==> config.mk <==
export PLATFORM = sky130hd
export DESIGN_NAME = shbcc_mod_unit
export DESIGN_NICKNAME = d
export VERILOG_FILES = /design/src/shbcc_pkg.sv /design/src/shbcc_mod_unit.sv
export SDC_FILE = /design/constraint.sdc
export NUM_CORES = 1
export LEC_CHECK = 0
export BUFFER_PORTS_ARGS = -buffer_cell sky130_fd_sc_hd__buf_2
export CAP_MARGIN = 20
export CORE_MARGIN = 5
export CORE_UTILIZATION = 35
export CTS_BUF_LIST = sky130_fd_sc_hd__clkbuf_4
export DETAILED_ROUTE_END_ITERATION = 16
export SETUP_SLACK_MARGIN = 0.15
export SLEW_MARGIN = 20
export SYNTH_ARGS = -nofsm -noshare
export SYNTH_HDL_FRONTEND = slang
export SYNTH_SLANG_ARGS = --single-unit
==> constraint.sdc <==
create_clock -name clk -period 10.8 [get_ports clk]
set_input_delay 2.16 -clock clk [delete_from_list [all_inputs] [get_ports clk]]
set_output_delay 2.16 -clock clk [all_outputs]
set_load 0.05 [all_outputs]
==> src/shbcc_pkg.sv <==
// ----------------------------------------------------------------------------
// shbcc_pkg
// Shared types and constants for the string hash bucket collision counter.
// ----------------------------------------------------------------------------
package shbcc_pkg;

  localparam int MAX_BUCKETS      = 32768;
  localparam int HASH_W           = 32;
  localparam int KEY_W            = 8;
  localparam int SIZE_W           = 16;
  localparam int IDX_W            = $clog2(MAX_BUCKETS);
  localparam int OUT_IDX_W        = 15;
  localparam int COUNT_W          = 32;
  localparam int HASH_MULT        = 31;
  localparam int TABLE_SIZE_RESET = 20011;

  localparam int DIV_BITS_PER_CYCLE = 4;
  localparam int DIV_CYCLES         = HASH_W / DIV_BITS_PER_CYCLE;
  localparam int DIV_CNT_W          = $clog2(DIV_CYCLES);

  typedef enum logic [2:0] {
    ST_CLEAR,
    ST_ACCEPT,
    ST_DIV,
    ST_READ,
    ST_UPDATE
  } state_t;

endpackage

==> src/shbcc_mod_unit.sv <==
// ----------------------------------------------------------------------------
// shbcc_mod_unit
// Iterative remainder unit: hash modulo divisor, four bits per cycle.
// ----------------------------------------------------------------------------
module shbcc_mod_unit (
  input  logic                            clk,
  input  logic                            rst,
  input  logic                            start,
  input  logic [shbcc_pkg::HASH_W-1:0]    dividend,
  input  logic [shbcc_pkg::SIZE_W-1:0]    divisor,
  output logic                            done,
  output logic [shbcc_pkg::IDX_W-1:0]     remainder
);
  import shbcc_pkg::*;

  logic                 busy;
  logic [DIV_CNT_W-1:0] cnt;
  logic [HASH_W-1:0]    shift;
  logic [SIZE_W-1:0]    rem;
  logic [SIZE_W-1:0]    dvs;

  logic [HASH_W-1:0]    shift_next;
  logic [SIZE_W-1:0]    rem_next;
  logic [SIZE_W:0]      trial;

  always_comb begin
    rem_next   = rem;
    shift_next = shift;
    trial      = '0;
    for (int i = 0; i < DIV_BITS_PER_CYCLE; i++) begin
      trial = {rem_next, shift_next[HASH_W-1]};
      if (trial >= {1'b0, dvs}) begin
        trial = trial - {1'b0, dvs};
      end
      rem_next   = trial[SIZE_W-1:0];
      shift_next = {shift_next[HASH_W-2:0], 1'b0};
    end
  end

  always_ff @(posedge clk) begin
    if (rst) begin
      busy <= 1'b0;
      done <= 1'b0;
      cnt  <= '0;
    end else begin
      done <= 1'b0;
      if (start) begin
        busy <= 1'b1;
        cnt  <= '0;
      end else if (busy) begin
        cnt <= cnt + 1'b1;
        if (cnt == DIV_CNT_W'(DIV_CYCLES - 1)) begin
          busy <= 1'b0;
          done <= 1'b1;
        end
      end
    end
  end

  always_ff @(posedge clk) begin
    if (start) begin
      shift <= dividend;
      rem   <= '0;
      dvs   <= divisor;
    end else if (busy) begin
      shift <= shift_next;
      rem   <= rem_next;
    end
  end

  assign remainder = rem[IDX_W-1:0];

endmodule

Yosys cells after proc, flatten, opt, wreduce, memory -nomap -nowiden
Cells that the tools add are included. Widths: inputs -> output; s select.

Bits in registers: 69.

Add/subtract/negate cells: 5. $lt $le $gt $ge: 4. Equal/unequal tests: 1. Mux-type cells: 10. Bitwise logic cells: 1. Reduce and logical (&&, ||, !) cells: 3.

Operators by type and width (number): $ge 17x16->1 (4); $mux 16 (4); $mux 32 (2); $sub 16x16->16 (4); $mux 1 (4); $add 3x1->3 const B (1); $eq 3x3->1 const B (1); $reduce_or 3->1 (1); $reduce_bool 2->1 (1); $reduce_or 2->1 (1); $not 1->1 (1).

Longest topological paths before layout
Depth after elaboration: 8. Depth in mapped cells: 44. Gate-level depth less buffers: 39.

Worst setup path before layout
No wires, ideal clock.

Path type: register to register. Start: reg dvs[1]. End: reg rem[7]. Setup time: 115 ps. Arrival: 8974 ps. Required time: 10685 ps. Slack: 1711 ps. Stages on the path, launching flop included: 43. Path buffers: 5. Cells stage by stage: edfxtp_1 > inv_1 > ha_1 > nor2b_1 > o31a_1 > o2111ai_1 > a21boi_0 > o21a_1 > or3_1 > a31oi_1 > inv_1 > ha_1 > and4_1 > o2111ai_1 > a31o_1 > a21oi_1 > nand2_1 > and3_1 > (+7 left out) > a31o_2 > a221oi_1 > o31ai_4 > buf_2 > mux2_1 > ha_1 > a21o_1 > a21o_1 > a21oi_1 > nand2_1 > o211ai_1 > and3b_1 > buf_1 > or3b_1 > buf_2 > buf_6 > a41o_1 > a31o_1.

Longest elaborated chain between the ends: 8.

Ends and longest elaborated chain: start: declaration (line shbcc_mod_unit.sv:20) `logic [SIZE_W-1:0] dvs;`; start signal: assignment (line shbcc_mod_unit.sv:64) `dvs <= divisor;`; $sub 16x16->16 or $ge 17x16->1 (tied branches) (line shbcc_mod_unit.sv:33, shbcc_mod_unit.sv:32); $mux 16 (line shbcc_mod_unit.sv:32) `if (trial >= {1'b0, dvs}) begin`; $sub 16x16->16 or $ge 17x16->1 (tied branches) (line shbcc_mod_unit.sv:33, shbcc_mod_unit.sv:32); $mux 16 (line shbcc_mod_unit.sv:32); $sub 16x16->16 or $ge 17x16->1 (tied branches) (line shbcc_mod_unit.sv:33, shbcc_mod_unit.sv:32); $mux 16 (line shbcc_mod_unit.sv:32); $sub 16x16->16 or $ge 17x16->1 (tied branches) (line shbcc_mod_unit.sv:33, shbcc_mod_unit.sv:32); $mux 16 (*) (line shbcc_mod_unit.sv:32); end signal: assignment (line shbcc_mod_unit.sv:67) `rem <= rem_next;`; end: declaration (line shbcc_mod_unit.sv:19) `logic [SIZE_W-1:0] rem;`.

Mark *: on every way between the ends. The rest lies on a longest branch, timed or not. A chain may end at the register's enable or synchronous reset.

Worst setup path after layout
Start: reg dvs[1]. End: reg rem[0].

Longest elaborated chain between the ends: 8.

Ends and longest elaborated chain (line): $sub 16x16->16 or $ge 17x16->1 (tied branches) (shbcc_mod_unit.sv:33, shbcc_mod_unit.sv:32); $mux 16 (shbcc_mod_unit.sv:32); $sub 16x16->16 or $ge 17x16->1 (tied branches) (shbcc_mod_unit.sv:33, shbcc_mod_unit.sv:32); $mux 16 (shbcc_mod_unit.sv:32); $sub 16x16->16 or $ge 17x16->1 (tied branches) (shbcc_mod_unit.sv:33, shbcc_mod_unit.sv:32); $mux 16 (shbcc_mod_unit.sv:32); $ge 17x16->1 (*) (shbcc_mod_unit.sv:32); $mux 16 (*) (shbcc_mod_unit.sv:32).

Marks and branches as above.

==> results.cfg <==
[worst_setup_path]
timing.critical_path.slowest_cell_delay_ps = 540
cp-endpoint = rem[0]
critPathLaunch = dvs[1]
worstReg2RegEnd = rem[0]
worst_r2r_startpoint = dvs[1]
crit_path_frequent_cell = ha_1
timing.setup.critical_path_class = reg2reg
timing.critical_path.fanout_max = 15
critPathArrivalTime_ps = 10210
r2r.worst_path.cells = 38
critPathRequiredTime_ps = 11090
startpoint_type = flop
r2r_setup_slack_ps = 880
crit_path_top_delay_cell = or3b_4
critPathCaptureType = flop

[finish]
most-common-layout-cells = 66 x ha_1, 66 x buf_2, 51 x a21oi_1
finalCoreUtilization = 0.3864
post_route_cells_drive_above_1_share = 0.2087
area_growth_syn_to_layout_pct = 8.993
finish.cell_count_without_fillers = 997
design.final.nets = 878

[floorplan]
core_region_area_um2 = 18640
die_boundary_width_um = 147.4
core.rowCount = 50
die-area_um2 = 21730
start_util = 0.3545
die-height_um = 147.4
ios = 67

[worst_hold_path]
hold_class = reg2reg
holdPathStages = 2

[synth]
yosys_register_bits = 69
synthesis.area_per_instance_um2 = 9.282
synth-xor-area-share = 0.05566
yosys.area_share.simple = 0.1543
synth_compound_area_frac = 0.2181
adder_cell_share_of_the_synthesized_area = 0.1371
synth_edf_count = 48
synth_sequential_area_ratio = 0.2817
ys_async_sr_fraction = 0
mappedNetlistArea_um2 = 6609
synth.net_count = 833
synthCells = 712
number_of_warnings_printed_during_yosys_synthesis = 0
yosys.cell_types.count = 76
synthMuxAreaShare = 0.09580
yosys_most_used_dff = edfxtp_1
synth_top_family_by_area = compound AO/OA/AOI/OAI gates

[timing]
max_clock_freq_mhz = 100.8
setup_tns_final_ps = 0
timing.final.setup_violations = 0
relSlewSlack = 0.3268
grt_setup_unrepaired = no
timing_worst_slew_pin_value_ps = 1008
skew_ps = 14.38
period_minus_slack_ps = 9921
hold_ws_ps = 535.3
finalCritPeriodShare = 0.9186
final_hold_viol_count = 0
timing.final.max_slew_violations = 0

[routing]
routed-via-count = 5546
vias_per_cell = 5.563
drt.antenna.violating_nets = 0
drc = 0
finalWirelength_mm = 17.35
initialDrtViolationCount = 412
iteration_count_of_the_initial_detailed_routing_pass = 5
wl_per_cell_um = 17.40

[placed_design]
detailed_place_hpwl_mm = 13.65
io_buffers = 66
post-place-cells = 978
gp_congestion = 0.8800

[clocking]
cts.root.buffer_cell = clkbuf_4
cts.path.max_buffers = 2
hold_buffers = 0
clock-sinks = 69
cts_tree = built
worstSkewPairLatency_ps = 440
htree_num_levels = 3
path_clk_slew_ps = 140
cts_made_buffers = 9

[global_route]
grt_antenna_before_repair = 1
grt_overflow_total = 0
track_usage = 0.1577
grt_max_degree = 48
grt_first_pass_wirelength_mm = 27.57
first_global_vias = 5369

[status]
outcome = finished clean

[run]
max-cap-violations = 0
[cells in the mapped netlist, types with 4 or more instances]
library cell / instances / share of area
ha_1: 66 / 0.12
o31ai_1: 5 / 0.0057
mux2_2: 44 / 0.075
and3_1: 4 / 0.0038
nand2_1: 46 / 0.026
dfxtp_1: 21 / 0.064
nor2_1: 39 / 0.022
a31o_2: 4 / 0.0053
nand2b_1: 4 / 0.0038
nor3_1: 16 / 0.012
edfxtp_1: 48 / 0.22
o21ai_1: 6 / 0.0045
clkbuf_1: 13 / 0.0074
o21bai_1: 4 / 0.0045
mux2i_1: 10 / 0.015
a21o_1: 15 / 0.017
xor2_1: 19 / 0.025
and2_1: 6 / 0.0057
buf_1: 6 / 0.0034
nand4_1: 10 / 0.0095
nor3b_1: 14 / 0.016
xnor2_1: 23 / 0.030
nand3_1: 12 / 0.0091
a41o_1: 9 / 0.014
buf_4: 15 / 0.017
a31oi_1: 9 / 0.0085
a31o_1: 10 / 0.013
o21ai_0: 23 / 0.017
a21oi_1: 51 / 0.039
fa_1: 4 / 0.012
o21a_1: 14 / 0.016
or2_2: 4 / 0.0038
and4_1: 4 / 0.0053
a211oi_1: 7 / 0.0080
inv_1: 45 / 0.026
o211ai_1: 8 / 0.0091
nor2b_1: 16 / 0.015
[how the worst min path moves through the flow]
stage / endpoint / from
after floorplan: cnt[1] / cnt[1]
after global placement: cnt[1] / cnt[1]
after detailed placement: cnt[2] / cnt[2]
after CTS: cnt[2] / cnt[2]
after global routing: rem[0] / shift[28]
final: cnt[2] / cnt[2]
[worst max-delay path, delay by kind of cell, from the launching register on]
kind | cells | cell delay, ps
compound gates | 18 | 4160
flops | 1 | 470
simple gates | 10 | 2490
fa+ha+maj | 4 | 1290
mux | 2 | 610
buf+inv | 4 | 760
[per-stage QoR]
step | setup slack, ps | cell area (um2)
after floorplan | 1711 | 6609
after global placement | 770.7 | 7052
after detailed placement | 580.8 | 7052
after CTS | 514.6 | 7177
after global routing | 148.8 | 7203
final | 878.7 | 7203
[metal layers]
layer,vias to the layer above,global-route usage,part of all wire
li1,2768,-,-
met1,2638,0.2150,0.49
met2,118,0.2622,0.46
met3,22,0.02177,0.035
met4,0,0.04520,0.016
met5,-,0,0
[cell families after synthesis]
logic type      after synthesis
flops                        69
xor+xnor                     42
fa+ha+maj                    70
compound gates              200
buf+inv                      83
simple gates                191
mux                          57
[registers in the layout, summed over array words and instances (netlist names)]
signal / flops
busy: 1
cnt: 3
done: 1
dvs: 16
rem: 16
shift: 32
[final cells by class]
| cell class | instances | area [um2] |
|---|---|---|
| diodes | 1 | 2.502 |
| clock buffers | 9 | 67.56 |
| clock inverters | 7 | 57.56 |
| fillers | 1908 | 11440 |
| inverters | 45 | 168.9 |
| multi-input cells | 560 | 4377 |
| flip-flops and latches | 69 | 1862 |
| well taps | 234 | 292.8 |
| repair buffers | 72 | 375.4 |
[what timing repair did]
action                     4_1_cts  5_1_grt
setup endpoints to repair        0       16
setup buffers                    0        2
gates resized for setup          0        3
Power is not shown: default switching activity piles up to over one toggle a cycle in this logic, so the estimate is an artifact.
